--- src/hw/rtl/hla_pkg.sv ---
// Shared types, constants and the fixed trig table for the Hough line accumulator.
// No dependencies; every other file of the block imports this package.
package hla_pkg;

    // Angle grid and fixed-point layout
    localparam int THETA_STEPS   = 180;
    localparam int THETA_W       = 8;
    localparam int TRIG_W        = 16;   // Q2.14 signed
    localparam int FRAC_BITS     = 14;
    localparam int DELTA_W       = 11;   // signed pixel offset from the centre
    localparam int PROD_W        = DELTA_W + TRIG_W;
    localparam int SUM_W         = 29;
    localparam int HI_W          = SUM_W - FRAC_BITS;
    localparam int ROUND_HALF    = 8192;

    // Field widths of the stream items
    localparam int KIND_W        = 2;
    localparam int PIX_W         = 10;
    localparam int VALUE_W       = 8;
    localparam int RHO_IDX_W     = 11;

    // Configuration registers
    localparam int CFG_INDEX_W   = 2;
    localparam int CFG_DATA_W    = 25;
    localparam int DIM_W         = 11;
    localparam int OFFSET_W      = 25;
    localparam logic [CFG_INDEX_W-1:0] CFG_IMAGE_WIDTH  = 2'd0;
    localparam logic [CFG_INDEX_W-1:0] CFG_IMAGE_HEIGHT = 2'd1;
    localparam logic [CFG_INDEX_W-1:0] CFG_RHO_OFFSET   = 2'd2;
    localparam logic [CFG_INDEX_W-1:0] CFG_EDGE_LEVEL   = 2'd3;
    localparam logic [DIM_W-1:0]    IMAGE_WIDTH_RST  = 11'd1024;
    localparam logic [DIM_W-1:0]    IMAGE_HEIGHT_RST = 11'd1024;
    localparam logic [OFFSET_W-1:0] RHO_OFFSET_RST   = 25'd11863283;
    localparam logic [VALUE_W-1:0]  EDGE_LEVEL_RST   = 8'd250;

    // Item kinds on the input stream
    localparam logic [KIND_W-1:0] KIND_VOTE  = 2'd0;
    localparam logic [KIND_W-1:0] KIND_READ  = 2'd1;
    localparam logic [KIND_W-1:0] KIND_CLEAR = 2'd2;

    // Default sizes
    localparam int RHO_BINS_DEF   = 2048;
    localparam int COUNT_BITS_DEF = 21;

    // Command queue between front and back
    localparam int Q_DEPTH = 4;
    localparam int Q_PTR_W = $clog2(Q_DEPTH);
    localparam int Q_CNT_W = $clog2(Q_DEPTH + 1);

    typedef enum logic [1:0] {
        OP_VOTE      = 2'd0,
        OP_READ      = 2'd1,
        OP_READ_ZERO = 2'd2,
        OP_CLEAR     = 2'd3
    } cmd_op_t;

    typedef struct packed {
        cmd_op_t                  op;
        logic signed [DELTA_W-1:0] dx;
        logic signed [DELTA_W-1:0] dy;
        logic [RHO_IDX_W-1:0]     rho_idx;
        logic [THETA_W-1:0]       theta_idx;
    } cmd_t;

    // Trig table: cos in the high half, sin in the low half, Q2.14
    localparam logic [63:0] PI_Q30       = 64'd3373259426;
    localparam int          SERIES_TERMS = 12;
    // series term divisors (2n)(2n+1) for n = 1..SERIES_TERMS
    localparam logic [63:0] SERIES_DIV [SERIES_TERMS] = '{
        64'd6, 64'd20, 64'd42, 64'd72, 64'd110, 64'd156,
        64'd210, 64'd272, 64'd342, 64'd420, 64'd506, 64'd600
    };

    typedef logic [2*TRIG_W-1:0] trig_rom_t [THETA_STEPS];

    // round(16384 * sin(k deg)) from a Q30 Taylor series, k in 0..90
    function automatic logic [TRIG_W-1:0] sine_q14(input logic [6:0] k);
        logic [63:0]        x;
        logic [63:0]        x2;
        logic [63:0]        term;
        logic signed [63:0] sum;
        logic [63:0]        rnd;
        x    = (64'(k) * PI_Q30) / 64'd180;
        x2   = (x * x) >> 30;
        term = x;
        sum  = '0;
        for (int n = 1; n <= SERIES_TERMS; n++) begin
            if ((n % 2) == 1)
                sum = sum + $signed(term);
            else
                sum = sum - $signed(term);
            term = ((term * x2) >> 30) / SERIES_DIV[n - 1];
        end
        if (sum < 0)
            sum = '0;
        rnd = ($unsigned(sum) + 64'd32768) >> 16;
        return rnd[TRIG_W-1:0];
    endfunction

    function automatic trig_rom_t build_trig();
        trig_rom_t         rom;
        logic [TRIG_W-1:0] c;
        logic [TRIG_W-1:0] s;
        for (int t = 0; t < THETA_STEPS; t++) begin
            if (t <= 90) begin
                c = sine_q14(7'(90 - t));
                s = sine_q14(7'(t));
            end else begin
                c = TRIG_W'(0) - sine_q14(7'(t - 90));
                s = sine_q14(7'(180 - t));
            end
            rom[t] = {c, s};
        end
        return rom;
    endfunction

    localparam trig_rom_t TRIG_ROM = build_trig();

endpackage

--- src/hw/rtl/hla_cmd_fifo.sv ---
// Short command queue that decouples the front end from the vote engine.
// Depends on hla_pkg for the command type and depth.
module hla_cmd_fifo (
    input  logic           clk,
    input  logic           rst_n,
    input  logic           push,
    input  hla_pkg::cmd_t  push_cmd,
    output logic           full,
    input  logic           pop,
    output logic           head_valid,
    output hla_pkg::cmd_t  head_cmd
);
    import hla_pkg::*;

    cmd_t               q_mem [Q_DEPTH];
    logic [Q_PTR_W-1:0] wr_ptr_reg;
    logic [Q_PTR_W-1:0] wr_ptr_next;
    logic [Q_PTR_W-1:0] rd_ptr_reg;
    logic [Q_PTR_W-1:0] rd_ptr_next;
    logic [Q_CNT_W-1:0] count_reg;
    logic [Q_CNT_W-1:0] count_next;
    logic               do_push;
    logic               do_pop;

    assign full       = count_reg == Q_CNT_W'(Q_DEPTH);
    assign head_valid = count_reg != '0;
    assign head_cmd   = q_mem[rd_ptr_reg];
    assign do_push    = push && !full;
    assign do_pop     = pop && head_valid;

    always_comb
    begin
        wr_ptr_next = do_push ? wr_ptr_reg + 1'b1 : wr_ptr_reg;
        rd_ptr_next = do_pop ? rd_ptr_reg + 1'b1 : rd_ptr_reg;
        count_next  = count_reg;
        if (do_push && !do_pop)
            count_next = count_reg + 1'b1;
        else if (do_pop && !do_push)
            count_next = count_reg - 1'b1;
    end

    always_ff @(posedge clk or negedge rst_n)
    begin
        if (!rst_n)
        begin
            wr_ptr_reg <= '0;
            rd_ptr_reg <= '0;
            count_reg  <= '0;
        end
        else
        begin
            wr_ptr_reg <= wr_ptr_next;
            rd_ptr_reg <= rd_ptr_next;
            count_reg  <= count_next;
        end
    end

    always_ff @(posedge clk)
    begin
        if (do_push)
            q_mem[wr_ptr_reg] <= push_cmd;
    end

endmodule

--- config.mk ---
export PLATFORM = sky130hd
export DESIGN_NAME = hla_cmd_fifo
export DESIGN_NICKNAME = d
export VERILOG_FILES = /design/src/hw/rtl/hla_pkg.sv /design/src/hw/rtl/hla_cmd_fifo.sv
export SDC_FILE = /design/constraint.sdc
export NUM_CORES = 1
export LEC_CHECK = 0
export BUFFER_PORTS_ARGS = -buffer_cell sky130_fd_sc_hd__buf_2
export CAP_MARGIN = 20
export CORE_ASPECT_RATIO = 0.8
export CORE_MARGIN = 5
export CORE_UTILIZATION = 51
export CTS_BUF_LIST = sky130_fd_sc_hd__clkbuf_16
export DETAILED_ROUTE_END_ITERATION = 6
export HOLD_SLACK_MARGIN = 0.1
export PLACE_DENSITY = 0.75
export SETUP_SLACK_MARGIN = 0.15
export SKIP_CTS_REPAIR_TIMING = 1
export SLEW_MARGIN = 20
export SYNTH_ARGS = -nofsm -noshare
export SYNTH_HDL_FRONTEND = slang
export SYNTH_SLANG_ARGS = --single-unit
--- constraint.sdc ---
create_clock -name clk -period 2.2 [get_ports clk]
set_clock_uncertainty 0.1 [all_clocks]
set_input_delay 0.44 -clock clk [delete_from_list [all_inputs] [get_ports clk]]
set_output_delay 0.44 -clock clk [all_outputs]
set_load 0.05 [all_outputs]
Word level (Yosys, flattened, before mapping)

Memories as Yosys holds them, arrays and structs flattened.
Index checks and enable logic that the tools add are counted.

Output and inout port bits: 45
Bits of input ports: 47
Bits in writable memories: 172
Memories: 1
Logic and storage cells: 22
Register bits after elaboration: 7

Memory list:

| name  | words | width | read ports | clocked after Yosys merged registers in | wr ports | line               | source |
|---|---|---|---|---|---|---|---|
| q_mem | 4     | 43    | 1          | 0                                       | 1        | hla_cmd_fifo.sv:15 | `cmd_t q_mem [Q_DEPTH];` |

Mux-type cells: 4
Add/sub/neg operators: 4
Reductions and logical operators: 9
Equal/unequal tests: 1

Operators by type and width:

| operator              | count |
|---|---|
| $mux W3               | 2 |
| $add A2 B1 Y2 const B | 2 |
| $logic_and A1 B1 Y1   | 4 |
| $add A3 B1 Y3 const B | 1 |
| $eq A3 B3 Y1 const B  | 1 |
| $logic_not A1 Y1      | 3 |
| $reduce_bool A3 Y1    | 1 |
| $sub A3 B1 Y3 const B | 1 |
| $mux W1               | 2 |
| $reduce_bool A2 Y1    | 1 |

Longest topological paths before layout

Depth in word-level cells: 7
Depth in mapped cells: 9
Mapped depth without buffers: 8

Least setup slack after synthesis

Ideal clock, no wire load.

Kind: flip-flop to flip-flop
From: reg count_reg[0]
To: mem q_mem[0][0] (netlist bit), enable pin
Buffers on the path: 1
Slack: -388 ps
Data arrival time: 2,033 ps
Required time: 1,646 ps
Cell stages (with the launch flop): 5
Library setup time: 454 ps
Clock period less this slack: 2,588 ps
Cell sequence: dfrtp_1 nor3b_2 nor2b_1 buf_6 and2_1

Word-level cells in the longest chain between the ends: 5

RTL lines:

| element                       | line               | source |
|---|---|---|
| start, declared               | hla_cmd_fifo.sv:20 | `logic [Q_CNT_W-1:0] count_reg;` |
| start signal, assigned        | hla_cmd_fifo.sv:54 | `count_reg <= count_next;` |
| $eq A3 B3 Y1                  | hla_cmd_fifo.sv:25 | `assign full = count_reg == Q_CNT_W'(Q_DEPTH);` |
| named net full                | hla_cmd_fifo.sv:8  | `output logic full,` |
| $logic_not A1 Y1              | hla_cmd_fifo.sv:28 | `assign do_push = push && !full;` |
| $logic_and A1 B1 Y1           | hla_cmd_fifo.sv:28 |  |
| named net do_push             | hla_cmd_fifo.sv:22 | `logic do_push;` |
| $mux W1                       | hla_cmd_fifo.sv:60 | `if (do_push)` |
| $mux W1 (implied by the code) | hla_cmd_fifo.sv:61 | `q_mem[wr_ptr_reg] <= push_cmd;` |
| end, declared                 | hla_cmd_fifo.sv:15 |  |

The timed path passes the listed nets, and every way through them passes these cells.

==> impl_metrics.tcl <==
set metrics [dict create \
    slowest_delay_ns 0.52 \
    drive_above_1_share 0.514 \
    dpl.cell_count 531 \
    synth_area_um2 6690 \
    peakVddDrop_v 0.00107 \
    grt_pass1_vias 3206 \
    tightest_slew_ns 0.341 \
    io_pins 92 \
    critPathMaxFanout 10 \
    fp.coreArea_um2 12900 \
    syn_nets 313 \
    area_growth_pct 25.7 \
    clockBufferDepth 2 \
    track_usage 0.160 \
    largest_reg_flops 172 \
    die_area_um2 15500 \
    diodes 0 \
    async_flop_share 0.0391 \
    routabilityCongestion 0.739 \
    synth_largest_area_cell "edfxtp_1" \
    drt_pass1_iterations 4 \
    final_util 0.654 \
    ys_ff_latch 179 \
    numCtsBuffers 17 \
    p_leak_nw 2.95 \
    ys_top_cells_by_count "edfxtp_1, mux4_2, dfrtp_1" \
    dieWidth_um 138 \
    insertion_delay_ns 0.42 \
    antenna_found_initial 1 \
    final_cells 570 \
    hold_viol_final 0 \
    gr-total-overflow 0 \
    yosys_warnings 0 \
    rsz0062_at_grt "yes" \
    yosys-top-cells-area "edfxtp_1, mux4_2, dfrtp_1" \
    grt_pass1_wl_um 18500 \
    arrival_ns 1.92 \
    hold_path.class "in2reg" \
    num_vias 3054 \
    cts_sinks 179 \
    period_share 1.12 \
    totalWireLength_um 12100 \
    synth-seq-area-share 0.798 \
    drc 0 \
    synth_top_cell_area_share 0.772 \
    rows 37 \
    drv_cap 0 \
    die_h_um 112 \
    status "finished, violations left" \
    fin_setup_tns_ns -8.18 \
    via_per_inst 5.36 \
    worst-path-buf-inv 2 \
    synth_edf_count 172 \
    clockRootBuffer "clkbuf_16" \
    grt_max_degree 32 \
    fin_crit_ns 2.46 \
    setup_viol_count_final 43 \
    ys_dominant_reg_cell "edfxtp_1" \
    port_buffers 91 \
    seq_power_share 0.350 \
    syn-instance-count 260 \
    cp_top_family "flip-flops" \
    hpwl_um 7600 \
    slew_violations 0 \
    switching_share 0.365 \
    start_util 0.520 \
    p_total_w 0.0137 \
    syn_area_per_cell_um2 25.7 \
    p_int_w 0.00868 \
    fmax_mhz 407 \
    setup_ws_ns -0.257 \
    nets 435 \
    combPwrFrac 0.418 \
    cts_tree "yes" \
    clk_pin_slew_ns 0.07 \
    ys_types 21 \
    startpoint_type "flop" \
    pwr-share-clk 0.232 \
    post-place-ws_ns 0.118 \
    fillers 887 \
    crit_path_cell_trace "clkbuf_16 -> mux4_2 -> buf_2" \
    reg2reg_slack_ns 0.16 \
    violations "negative setup slack" \
    worstSetupPathType "reg2out" \
    yosysMostFrequentCell "edfxtp_1" \
    cp.required_ns 1.66 \
    drtIter0Drc 215 \
    power_density_nw_per_um2 1630 \
    ant_nets 0 \
    slew_headroom 0.773 \
    avgRoutedWirePerCell_um 21.2 \
    h-tree-depth 4 \
    p_switching_w 0.00499 \
    cp_slowest_cell "dfrtp_4" \
    critPathCaptureType "output port" \
]
[stage by stage]
step                      instance area, µm²  hold WS, ns
after floorplan                         6720       0.0444
after global placement                  7510        0.186
after detailed placement                7510        0.189
after CTS                               8130       -0.270
after global routing                    8410        0.115
final                                   8410        0.129
[power groups by stage]
stage          combinational (W)  clock [W]  sequential, W
3_5_place_dp             0.00507          0        0.00485
4_1_cts                  0.00509    0.00323        0.00478
3_3_place_gp             0.00505          0        0.00480
5_1_grt                  0.00602    0.00339        0.00484
6_report                 0.00572    0.00317        0.00479
2_1_floorplan            0.00398          0        0.00472
[logic make-up after synthesis]
logic type	count (synthesis)	share of synthesized area
AND/OR/NAND/NOR	10	0.00935
adder cells (fa/ha/maj)	6	0.0123
flip-flops	179	0.798
XOR/XNOR	6	0.00785
buffers and inverters	14	0.0208
multiplexers	45	0.151
[worst paths after layout]
path	endpoint	cells after the start	startpoint
hold reg to reg	count_reg[2]	1	count_reg[2]
hold / removal	q_mem[3][19]	1	push_cmd[19]
max in group asynchronous	rd_ptr_reg[0]	2	rst_n
setup / recovery	head_cmd[6]	3	rd_ptr_reg[0]
min in group asynchronous	wr_ptr_reg[0]	2	rst_n
setup reg to reg	count_reg[1]	7	count_reg[0]
[area by class of cell]
type | instances | area, µm² | area share
clock buffer | 17 | 425 | 0.0506
timing repair buffer | 114 | 958 | 0.114
tap | 175 | 219 | 0.0260
multi-input combinational | 67 | 1250 | 0.148
sequential | 179 | 5350 | 0.636
inverter | 3 | 11.3 | 0.00134
clock inverter | 15 | 203 | 0.0241
[layout by cell type, fill, tap and decap left out, types with 2 or more instances in the layout]
| cell | count |
|---|---|
| mux4_2 | 42 |
| xnor2_1 | 4 |
| buf_12 | 9 |
| buf_6 | 28 |
| mux2_4 | 2 |
| edfxtp_1 | 172 |
| inv_6 | 3 |
| buf_2 | 64 |
| inv_8 | 2 |
| ha_1 | 4 |
| xor2_1 | 2 |
| inv_1 | 2 |
| and2_2 | 4 |
| dfrtp_1 | 3 |
| clkinv_2 | 3 |
| bufinv_16 | 4 |
| clkbuf_16 | 19 |
| buf_4 | 9 |
| dfrtp_2 | 3 |
| clkinvlp_4 | 2 |
[metal layers]
metal	vias to the layer above	GRT usage	part of all wire
li1	1345	-	-
met1	1611	0.212	0.44
met2	79	0.258	0.50
met3	17	0.0588	0.050
met4	2	0.0415	0.0099
met5	-	0	0.00058
Note: power is estimated with default switching activity, not from simulation.
