### src/hw/rtl/hla_pkg.sv
// Shared types, constants and the fixed trig table for the Hough line accumulator.
// No dependencies; every other file of the block imports this package.
package hla_pkg;

    // Angle grid and fixed-point layout
    localparam int THETA_STEPS   = 180;
    localparam int THETA_W       = 8;
    localparam int TRIG_W        = 16;   // Q2.14 signed
    localparam int FRAC_BITS     = 14;
    localparam int DELTA_W       = 11;   // signed pixel offset from the centre
    localparam int PROD_W        = DELTA_W + TRIG_W;
    localparam int SUM_W         = 29;
    localparam int HI_W          = SUM_W - FRAC_BITS;
    localparam int ROUND_HALF    = 8192;

    // Field widths of the stream items
    localparam int KIND_W        = 2;
    localparam int PIX_W         = 10;
    localparam int VALUE_W       = 8;
    localparam int RHO_IDX_W     = 11;

    // Configuration registers
    localparam int CFG_INDEX_W   = 2;
    localparam int CFG_DATA_W    = 25;
    localparam int DIM_W         = 11;
    localparam int OFFSET_W      = 25;
    localparam logic [CFG_INDEX_W-1:0] CFG_IMAGE_WIDTH  = 2'd0;
    localparam logic [CFG_INDEX_W-1:0] CFG_IMAGE_HEIGHT = 2'd1;
    localparam logic [CFG_INDEX_W-1:0] CFG_RHO_OFFSET   = 2'd2;
    localparam logic [CFG_INDEX_W-1:0] CFG_EDGE_LEVEL   = 2'd3;
    localparam logic [DIM_W-1:0]    IMAGE_WIDTH_RST  = 11'd1024;
    localparam logic [DIM_W-1:0]    IMAGE_HEIGHT_RST = 11'd1024;
    localparam logic [OFFSET_W-1:0] RHO_OFFSET_RST   = 25'd11863283;
    localparam logic [VALUE_W-1:0]  EDGE_LEVEL_RST   = 8'd250;

    // Item kinds on the input stream
    localparam logic [KIND_W-1:0] KIND_VOTE  = 2'd0;
    localparam logic [KIND_W-1:0] KIND_READ  = 2'd1;
    localparam logic [KIND_W-1:0] KIND_CLEAR = 2'd2;

    // Default sizes
    localparam int RHO_BINS_DEF   = 2048;
    localparam int COUNT_BITS_DEF = 21;

    // Command queue between front and back
    localparam int Q_DEPTH = 4;
    localparam int Q_PTR_W = $clog2(Q_DEPTH);
    localparam int Q_CNT_W = $clog2(Q_DEPTH + 1);

    typedef enum logic [1:0] {
        OP_VOTE      = 2'd0,
        OP_READ      = 2'd1,
        OP_READ_ZERO = 2'd2,
        OP_CLEAR     = 2'd3
    } cmd_op_t;

    typedef struct packed {
        cmd_op_t                  op;
        logic signed [DELTA_W-1:0] dx;
        logic signed [DELTA_W-1:0] dy;
        logic [RHO_IDX_W-1:0]     rho_idx;
        logic [THETA_W-1:0]       theta_idx;
    } cmd_t;

    // Trig table: cos in the high half, sin in the low half, Q2.14
    localparam logic [63:0] PI_Q30       = 64'd3373259426;
    localparam int          SERIES_TERMS = 12;
    // series term divisors (2n)(2n+1) for n = 1..SERIES_TERMS
    localparam logic [63:0] SERIES_DIV [SERIES_TERMS] = '{
        64'd6, 64'd20, 64'd42, 64'd72, 64'd110, 64'd156,
        64'd210, 64'd272, 64'd342, 64'd420, 64'd506, 64'd600
    };

    typedef logic [2*TRIG_W-1:0] trig_rom_t [THETA_STEPS];

    // round(16384 * sin(k deg)) from a Q30 Taylor series, k in 0..90
    function automatic logic [TRIG_W-1:0] sine_q14(input logic [6:0] k);
        logic [63:0]        x;
        logic [63:0]        x2;
        logic [63:0]        term;
        logic signed [63:0] sum;
        logic [63:0]        rnd;
        x    = (64'(k) * PI_Q30) / 64'd180;
        x2   = (x * x) >> 30;
        term = x;
        sum  = '0;
        for (int n = 1; n <= SERIES_TERMS; n++) begin
            if ((n % 2) == 1)
                sum = sum + $signed(term);
            else
                sum = sum - $signed(term);
            term = ((term * x2) >> 30) / SERIES_DIV[n - 1];
        end
        if (sum < 0)
            sum = '0;
        rnd = ($unsigned(sum) + 64'd32768) >> 16;
        return rnd[TRIG_W-1:0];
    endfunction

    function automatic trig_rom_t build_trig();
        trig_rom_t         rom;
        logic [TRIG_W-1:0] c;
        logic [TRIG_W-1:0] s;
        for (int t = 0; t < THETA_STEPS; t++) begin
            if (t <= 90) begin
                c = sine_q14(7'(90 - t));
                s = sine_q14(7'(t));
            end else begin
                c = TRIG_W'(0) - sine_q14(7'(t - 90));
                s = sine_q14(7'(180 - t));
            end
            rom[t] = {c, s};
        end
        return rom;
    endfunction

    localparam trig_rom_t TRIG_ROM = build_trig();

endpackage

### src/hw/rtl/hla_front.sv
// Front end: takes input items, decodes the kind and turns each kept item into a queue command.
// Depends on hla_pkg; feeds hla_cmd_fifo.
module hla_front #(
    parameter int RHO_BINS = hla_pkg::RHO_BINS_DEF
) (
    input  logic                          s_tvalid,
    output logic                          s_tready,
    input  logic [47:0]                   s_tdata,
    input  logic [hla_pkg::KIND_W-1:0]    s_tuser,
    input  logic [hla_pkg::DIM_W-1:0]     image_width,
    input  logic [hla_pkg::DIM_W-1:0]     image_height,
    input  logic [hla_pkg::VALUE_W-1:0]   edge_level,
    input  logic                          q_full,
    input  logic                          clearing,
    output logic                          q_push,
    output hla_pkg::cmd_t                 q_cmd
);
    import hla_pkg::*;

    logic [PIX_W-1:0]     pixel_x;
    logic [PIX_W-1:0]     pixel_y;
    logic [VALUE_W-1:0]   pixel_value;
    logic [THETA_W-1:0]   theta_index;
    logic [RHO_IDX_W-1:0] rho_index;
    logic                 accept;
    logic                 keep;
    logic                 read_in_range;

    assign pixel_x     = s_tdata[9:0];
    assign pixel_y     = s_tdata[19:10];
    assign pixel_value = s_tdata[27:20];
    assign theta_index = s_tdata[35:28];
    assign rho_index   = s_tdata[46:36];

    // no intake during a clearing pass
    assign s_tready = !q_full && !clearing;
    assign accept   = s_tvalid && s_tready;

    assign read_in_range = (32'(theta_index) < 32'(THETA_STEPS))
                        && (32'(rho_index) < 32'(RHO_BINS));

    always_comb
    begin
        q_cmd.dx        = $signed({1'b0, pixel_x}) - $signed({1'b0, image_width[DIM_W-1:1]});
        q_cmd.dy        = $signed({1'b0, pixel_y}) - $signed({1'b0, image_height[DIM_W-1:1]});
        q_cmd.rho_idx   = rho_index;
        q_cmd.theta_idx = theta_index;
        q_cmd.op        = OP_VOTE;
        keep            = 1'b0;
        case (s_tuser)
            KIND_VOTE:
            begin
                q_cmd.op = OP_VOTE;
                keep     = pixel_value > edge_level;
            end
            KIND_READ:
            begin
                q_cmd.op = read_in_range ? OP_READ : OP_READ_ZERO;
                keep     = 1'b1;
            end
            KIND_CLEAR:
            begin
                q_cmd.op = OP_CLEAR;
                keep     = 1'b1;
            end
            default:
            begin
                q_cmd.op = OP_VOTE;
                keep     = 1'b0;
            end
        endcase
    end

    assign q_push = accept && keep;

endmodule

### config.mk
export PLATFORM = sky130hd
export DESIGN_NAME = hla_front
export DESIGN_NICKNAME = d
export VERILOG_FILES = /design/src/hw/rtl/hla_pkg.sv /design/src/hw/rtl/hla_front.sv
export SDC_FILE = /design/constraint.sdc
export NUM_CORES = 1
export LEC_CHECK = 0
export BUFFER_PORTS_ARGS = -buffer_cell sky130_fd_sc_hd__buf_2
export CORE_MARGIN = 4
export CORE_UTILIZATION = 39
export DETAILED_ROUTE_END_ITERATION = 10
export GPL_ROUTABILITY_DRIVEN = 0
export PLACE_DENSITY = 0.81
export SYNTH_ARGS = -nofsm -noshare
export SYNTH_HDL_FRONTEND = slang
export SYNTH_SLANG_ARGS = --single-unit
### constraint.sdc
create_clock -name vclk -period 1.74
set_input_delay 0.174 -clock vclk [all_inputs]
set_output_delay 0.174 -clock vclk [all_outputs]
set_load 0.05 [all_outputs]
== Yosys cells after proc, flatten, opt, wreduce, memory -nomap -nowiden ==
Index checks and enable logic that the tools add are counted.
Operators by class
  add/subtract/negate cells: 2
  $lt $le $gt $ge: 2
  equality and inequality tests: 2
  reductions and logical operators: 7
  muxes and demuxes: 3
Operators with widths (count)
  10-bit by 10-bit subtractor with 11-bit output: 2
  8-bit > comparator: 1
  8-bit < comparator (second input constant): 1
  2-bit case mux with 2 select lines: 1
  1-bit logical AND: 3
  2-bit by 1-bit == test with 1-bit output (second input constant): 1
  2-bit == test (second input constant): 1
  1-bit zero test: 2
  2-bit zero test: 1
  2-bit two-way mux: 1
  1-bit case mux with 2 select lines: 1
  2-bit OR reduction: 1
Word-level totals
  input port bits: 83
  register bits: 0

== Depth between registers and ports, before layout ==
Gate-level depths: netlist (run 1).
  depth in word-level cells: 4
  gate-level depth with buffers: 8
  gate-level depth less buffers: 8

== Worst setup path before layout (run 1) ==
Ideal clock, no wire load.
  path kind: input to output
  from: in s_tdata[10]
  to: out q_cmd[27] (netlist bit)
  setup slack: -480 ps
  data arrival time: 2046 ps
  buffers on the path: 0
  stages on the path: 8
  cells stage by stage: inv_1 ha_1 fa_1 inv_1 a21o_2 a21oi_2 o221ai_1 xor2_1
RTL lines
  from (decl): line hla_front.sv:8  | input logic [47:0] s_tdata,
  to (decl): line hla_front.sv:16  | output hla_pkg::cmd_t q_cmd

==> results.sh, run 1 <==
export IMPL_synth_area_um2=1370
export IMPL_crit_path_start_kind="primary input"
export IMPL_synth_cells=193
export IMPL_final_min_period_over_clock_period_pct=105
export IMPL_crit_arrival_ps=1660
export IMPL_most_common_cell_after_layout_fill_and_taps_aside="sky130_fd_sc_hd__buf_2"
export IMPL_final_hold_violation_count=0
export IMPL_post_route_util_pct=87.6
export IMPL_powerDensity_nw_per_um2=534
export IMPL_holdPathStages=0
export IMPL_cp_num_buf_inv=4
export IMPL_vdd_drop_max_mv=0.433
export IMPL_fmaxAchievable_ghz=0.546
export IMPL_mappedNetlistNets=310
export IMPL_failed_checks="setup timing"
export IMPL_crit_path_depth=10
export IMPL_core_region_area_um2=3360
export IMPL_post_route_min_period_ps=1830
export IMPL_die_x_um=67.3
export IMPL_final_design_area_no_fill_um2=2950
export IMPL_finalSetupViolCount=10
export IMPL_criticalPathCategory="primary input to primary output"
export IMPL_netSwitchingFraction_pct=57.1
export IMPL_design_die_area_um2=4530
export IMPL_grt_max_degree=6
export IMPL_via_per_inst=5.03
export IMPL_detailedRoute_firstIterationViolations=91
export IMPL_antenna_diode_count=0
export IMPL_unrepaired_setup_endpoints_after_global_routing="yes"
export IMPL_worst_endpoint_required_ps=1570
export IMPL_drtAntennaViolNets=0
export IMPL_post_route_worst_setup_slack_ps=-92.8
export IMPL_power_switching_mw=0.897
export IMPL_cpPeakStageDelay_ps=210
export IMPL_worst_hold_startpoint="s_tdata[38]"
export IMPL_globalRouteTotalUtil_pct=20.6
export IMPL_p_clk_share_pct=0
export IMPL_maxSlewViolCount=0
export IMPL_globalRoute_totalOverflow=0
export IMPL_timing_critical_path_to_type="primary output"
export IMPL_power_frac_seq_pct=0
export IMPL_wire_per_inst_um=16.3
export IMPL_layout_drive_gt1_share_pct=68.1
export IMPL_number_of_design_rule_violations_left_after_detail_routing=0
export IMPL_total_leakage_power_nw=1.47
export IMPL_power_mw=1.57
export IMPL_run_status="finished, violations left"
export IMPL_syn_area_per_cell_um2=7.11
export IMPL_place_worst_setup_slack_ps=-255
export IMPL_first_pass_grt_wire_length_mm=7.42
export IMPL_placement_cell_area_um2=2450
export IMPL_critical_path_cell_chain="buf_6 > inv_4 > ha_4 > fa_2 > inv_2 > a21o_2 > a21oi_4 > o221ai_4 > xor2_4 > buf_6"
export IMPL_most_common_layout_cells="sky130_fd_sc_hd__buf_2 (70), sky130_fd_sc_hd__buf_4 (38), sky130_fd_sc_hd__buf_6 (31), sky130_fd_sc_hd__inv_1 (27)"
export IMPL_drt_first_pass_iters=4
export IMPL_first_global_vias=1806
export IMPL_yosysWarningCount=0
export IMPL_slowest_stage="sky130_fd_sc_hd__fa_2"
export IMPL_worstSetupStartpoint="s_tdata[0]"
export IMPL_regArea_um2=0
export IMPL_die_h_um=67.3
export IMPL_numPortBuffers=99
export IMPL_hold_path_endpoint="q_cmd[10]"
export IMPL_min_path_type="primary input to primary output"
export IMPL_final_clkbuf_count=0
export IMPL_final_net_count=436
export IMPL_share_comb_of_total_power_pct=100.0
export IMPL_path_delay_family="compound AO/OA/AOI/OAI gates"
export IMPL_antenna_found_initial=0
export IMPL_dpl_hpwl_mm=3.60
export IMPL_vias=1825
export IMPL_maxCapViolCount=0
export IMPL_flops_and_latches=0
export IMPL_critPathMostFrequentCell="sky130_fd_sc_hd__buf_6"
export IMPL_worst_pin_slew_ps=306
export IMPL_relSlewSlack_pct=79.4
export IMPL_seq_area_frac_synth_pct=0
export IMPL_start_util_pct=40.8
export IMPL_routed_wl_mm=5.93
export IMPL_placementRows=21
export IMPL_area_delta_synth_final_pct=115
export IMPL_synth_distinct_cells=33
export IMPL_cell_internal_pwr_mw=0.675
export IMPL_pin_count=128
export IMPL_critPathMaxFanout=3
## per-stage QoR
step                      instances  TNS [ps]  hold slack (ps)
after floorplan                 193      -460              515
after global placement          359     -2160              348
after detailed placement        359     -2350              348
after CTS                       362      -437              348
after global routing            363     -1080              348
final                           363      -550              348
## layer usage
layer	global-route usage, %	part of all wire (%)	up-vias
met5	0	0	-
met4	3.54	1.9	0
met3	1.83	5.6	12
met2	43.2	58	77
met1	21.9	34	853
li1	-	-	883
## how the worst max path moves through the flow
| stage | to | slack (ps) |
|---|---|---|
| global placement | q_cmd[27] | -230 |
| finish | q_cmd[38] | -90 |
| detailed placement | q_cmd[26] | -250 |
| floorplan | q_cmd[27] | -230 |
| global route | q_cmd[38] | -140 |
| CTS | q_cmd[38] | -110 |
## cell type report
cell class / instances / area (um^2)
inverters: 41 / 169
repair buffers: 144 / 1040
multi-input cells: 132 / 1680
fillers: 169 / 417
well taps: 46 / 57.6
## timing repair
action,4_1_cts,5_1_grt
setup endpoints to repair,12,15
hold endpoints to repair,0,0
pin swaps,30,12
gates resized for setup,63,35
setup buffers,3,1
hold buffers,0,0
## synth_stat cells (2+ instances only)
library cell               count  area share [%]
sky130_fd_sc_hd__a21oi_2       2             1.3
sky130_fd_sc_hd__nor2_1       13             3.6
sky130_fd_sc_hd__nand2_1       7             1.9
sky130_fd_sc_hd__a21oi_1      16             5.8
sky130_fd_sc_hd__nand2b_1      4             1.8
sky130_fd_sc_hd__a21o_2        2             1.3
sky130_fd_sc_hd__a21o_1        5             2.7
sky130_fd_sc_hd__nor3_1        2            0.73
sky130_fd_sc_hd__o21a_1        2             1.1
sky130_fd_sc_hd__o211ai_1      2             1.1
sky130_fd_sc_hd__inv_1        41              11
sky130_fd_sc_hd__o21ai_0       4             1.5
sky130_fd_sc_hd__xor2_1        6             3.8
sky130_fd_sc_hd__nand4_1       5             2.3
sky130_fd_sc_hd__o221ai_1      3             1.9
sky130_fd_sc_hd__a211oi_1      2             1.1
sky130_fd_sc_hd__xnor2_1       8             5.1
sky130_fd_sc_hd__fa_1          2             2.9
sky130_fd_sc_hd__ha_1         32              29
sky130_fd_sc_hd__o21ai_2       2             1.3
sky130_fd_sc_hd__a31oi_1       2            0.91
sky130_fd_sc_hd__o41a_1        2             1.6
sky130_fd_sc_hd__buf_4        19              10
## cells by family (layout without fill, tap and decap cells)
family          Yosys count  after routing  synth area share, %
xor+xnor                 14             14                 8.94
simple gates             35             35                 12.1
compound gates           49             49                 24.8
buf+inv                  61            185                 22.0
fa+ha+maj                34             34                 32.1
## power by group through the flow
stage / sequential [mW] / clock, mW / combinational (mW)
floorplan: 0 / 0 / 1.00
global placement: 0 / 0 / 1.25
detailed placement: 0 / 0 / 1.27
CTS: 0 / 0 / 1.46
global route: 0 / 0 / 1.65
finish: 0 / 0 / 1.57
Note: power is estimated with default switching activity, not from simulation.
==> run 2, diff against run 1 <==
==> constraint.sdc (replaced) <==
create_clock -name vclk -period 1.74
set_input_delay 0.348 -clock vclk [all_inputs]
set_output_delay 0.348 -clock vclk [all_outputs]
set_load 0.05 [all_outputs]
==> run 2 against run 1 <==
  * The run now fails in clock tree synthesis
  * Synthesized cell count unchanged
  * Synthesized area unchanged
==> results.sh, run 2 <==
export IMPL_run_status="aborted with a tool error"
export IMPL_stop_stage="clock tree synthesis"
export IMPL_run_stop_error="[ERROR DPL-0033] detailed placement checks failed during check placement."
export IMPL_seq_area_frac_synth_pct=0
export IMPL_post_synthesis_compound_gate_area_fraction_pct=24.8
export IMPL_yosysTopAreaCellShare_pct=29.2
export IMPL_die_x_um=67.3
export IMPL_mappedNetlistNets=310
export IMPL_die_h_um=67.3
export IMPL_post_synthesis_mux_area_share_pct=0
export IMPL_start_util_pct=40.8
export IMPL_place_worst_setup_slack_ps=-636
export IMPL_placementRows=21
export IMPL_synth_area_um2=1370
export IMPL_yosys_area_share_simple_pct=12.1
export IMPL_yosys_area_share_xor_xnor_pct=8.94
export IMPL_yosys_cell_count_top_type="sky130_fd_sc_hd__inv_1"
export IMPL_synth_area_leader_cell="sky130_fd_sc_hd__ha_1"
export IMPL_dominant_combinational_cell_family_by_area_after_synthesis="adder cells"
export IMPL_number_of_gates_resized_after_cts=101
export IMPL_pin_count=128
export IMPL_post_cts_setup_buffer_count=10
export IMPL_syn_area_per_cell_um2=7.11
export IMPL_synth_distinct_cells=33
export IMPL_post_synth_most_frequent_cells="sky130_fd_sc_hd__inv_1 (41), sky130_fd_sc_hd__ha_1 (32), sky130_fd_sc_hd__buf_4 (19)"
export IMPL_yosysWarningCount=0
export IMPL_numPortBuffers=99
export IMPL_post_synth_main_area_contributors="sky130_fd_sc_hd__ha_1 (29%), sky130_fd_sc_hd__inv_1 (11%), sky130_fd_sc_hd__buf_4 (10%)"
export IMPL_ctsHoldBuffers=0
export IMPL_post_synth_fa_ha_maj_area_fraction_pct=32.1
export IMPL_synth_cells=193
export IMPL_dpl_hpwl_mm=4.34
-- run 2: cell counts after synthesis --
Identical to the previous run, type by type.
-- run 2: kinds of logic after synthesis --
logic type | Yosys count
and+or+nand+nor | 35
xor gates and xnor gates | 14
AOI/OAI and AO/OA | 49
adders and majority gates | 34
buffers and inverters | 61
-- run 2: metrics by stage --
step,instance area [um^2],utilization [%],std cells
2_1_floorplan,2060,-,193
3_3_place_gp,2810,83.6,365
3_5_place_dp,2810,83.6,365
==> run 3, diff against run 2 <==
Settings changed: CORE_AREA set to 4 4 65 67, CORE_MARGIN 4 to not set, CORE_UTILIZATION 39 to not set, DIE_AREA set to 0 0 69 71, PLACE_DENSITY 0.81 to not set, PLACE_DENSITY_LB_ADDON set to 0.15.
==> run 3 against run 2 <==
  * The flow now finishes, with violations (setup timing)
==> results.sh, run 3 (synthesis results as in run 1) <==
export IMPL_run_status="finished, violations left"
export IMPL_failed_checks="setup timing"
export IMPL_final_hold_violation_count=0
export IMPL_drt_first_pass_iters=4
export IMPL_relSlewSlack_pct=77.1
export IMPL_first_pass_grt_wire_length_mm=9.12
export IMPL_core_region_area_um2=3630
export IMPL_vias=2022
export IMPL_globalRoute_totalOverflow=0
export IMPL_area_delta_synth_final_pct=148
export IMPL_timing_critical_path_to_type="primary output"
export IMPL_routed_wl_mm=7.66
export IMPL_fillers=119
export IMPL_unrepaired_setup_endpoints_after_global_routing="yes"
export IMPL_design_die_area_um2=4900
export IMPL_worst_endpoint_required_ps=1390
export IMPL_detailedRoute_firstIterationViolations=129
export IMPL_pin_count=128
export IMPL_post_route_worst_setup_slack_ps=-530
export IMPL_most_common_cell_after_layout_fill_and_taps_aside="sky130_fd_sc_hd__buf_2"
export IMPL_multiInputGateArea_um2=1870
export IMPL_wire_per_inst_um=20.3
export IMPL_crit_arrival_ps=1920
export IMPL_criticalPathCategory="primary input to primary output"
export IMPL_layout_drive_gt1_share_pct=76.0
export IMPL_number_of_design_rule_violations_left_after_detail_routing=0
export IMPL_finalSetupViolCount=19
export IMPL_critPathMaxFanout=4
export IMPL_first_global_vias=2061
export IMPL_crit_path_start_kind="primary input"
export IMPL_maxCapViolCount=0
export IMPL_power_mw=1.83
export IMPL_antenna_diode_count=0
export IMPL_min_path_type="primary input to primary output"
export IMPL_numPortBuffers=99
export IMPL_setup_tns_ps=-7020
export IMPL_via_per_inst=5.36
export IMPL_antenna_found_initial=0
export IMPL_vdd_drop_max_mv=0.438
export IMPL_final_min_period_over_clock_period_pct=130
export IMPL_most_common_layout_cells="sky130_fd_sc_hd__buf_2 (57), sky130_fd_sc_hd__buf_4 (49), sky130_fd_sc_hd__buf_6 (45), sky130_fd_sc_hd__inv_1 (22), sky130_fd_sc_hd__ha_4 (17)"
export IMPL_powerDensity_nw_per_um2=537
export IMPL_final_net_count=448
export IMPL_worst_pin_slew_ps=343
export IMPL_dpl_hpwl_mm=4.02
export IMPL_flops_and_latches=0
export IMPL_die_x_um=69
export IMPL_start_util_pct=37.7
export IMPL_drtAntennaViolNets=0
export IMPL_grt_max_degree=7
export IMPL_globalRouteTotalUtil_pct=22.1
export IMPL_fmaxAchievable_ghz=0.441
export IMPL_placementRows=22
export IMPL_total_leakage_power_nw=1.62
export IMPL_maxSlewViolCount=0
export IMPL_post_route_min_period_ps=2270
export IMPL_die_h_um=71
export IMPL_regArea_um2=0
export IMPL_final_clkbuf_count=0
export IMPL_ctsHoldBuffers=0
[run 3: routing by layer]
layer  share of wire [%]  global-route usage, %
met2                  58                   48.3
met1                  32                   21.2
met4                 4.8                   6.29
met5                   0                      0
met3                 4.6                   1.70
[run 3: path summary, 6_finish.rpt]
path / startpoint / slack (ps) / cells past startpoint / end
hold / removal: s_tdata[41] / 700 / 0 / q_cmd[13]
setup / recovery: s_tdata[2] / -530 / 8 / q_cmd[37]
[run 3: timing repair]
action                                  in CTS  in global routing
endpoints found under the hold margin        0                  0
gates resized for setup                     90                 35
gates cloned                                 0                  0
buffers inserted                             7                 11
pin swaps                                   41                 30
endpoints found under the setup margin      21                 20
[run 3: cell type report]
type                       count  area share (%)
multi-input combinational    132            54.9
timing repair buffer         156            36.3
inverter                      41            7.09
tap                           48            1.76
[run 3: critical path, stage by stage]
cell,delay (ps)
sky130_fd_sc_hd__buf_6,100
sky130_fd_sc_hd__ha_4,260
sky130_fd_sc_hd__o21ai_4,190
sky130_fd_sc_hd__a21oi_4,50
sky130_fd_sc_hd__o21a_1,210
sky130_fd_sc_hd__o41a_1,410
sky130_fd_sc_hd__xor2_4,170
sky130_fd_sc_hd__buf_6,180
[run 3: power by group]
part / leakage, nW / switching, mW / internal (mW)
clock: 0 / 0 / 0
combinational: 1.62 / 1.01 / 0.814
sequential: 0 / 0 / 0
[run 3: through the flow]
stage	hold slack [ps]	worst slack (ps)	instance area, um^2	utilization, %	cells
after global routing	696	-569	3410	93.7	377
after floorplan	791	-375	2060	-	193
final	696	-530	3410	93.7	377
after detailed placement	697	-653	2800	77.1	365
after CTS	697	-494	3190	87.8	369
after global placement	697	-640	2800	77.1	365
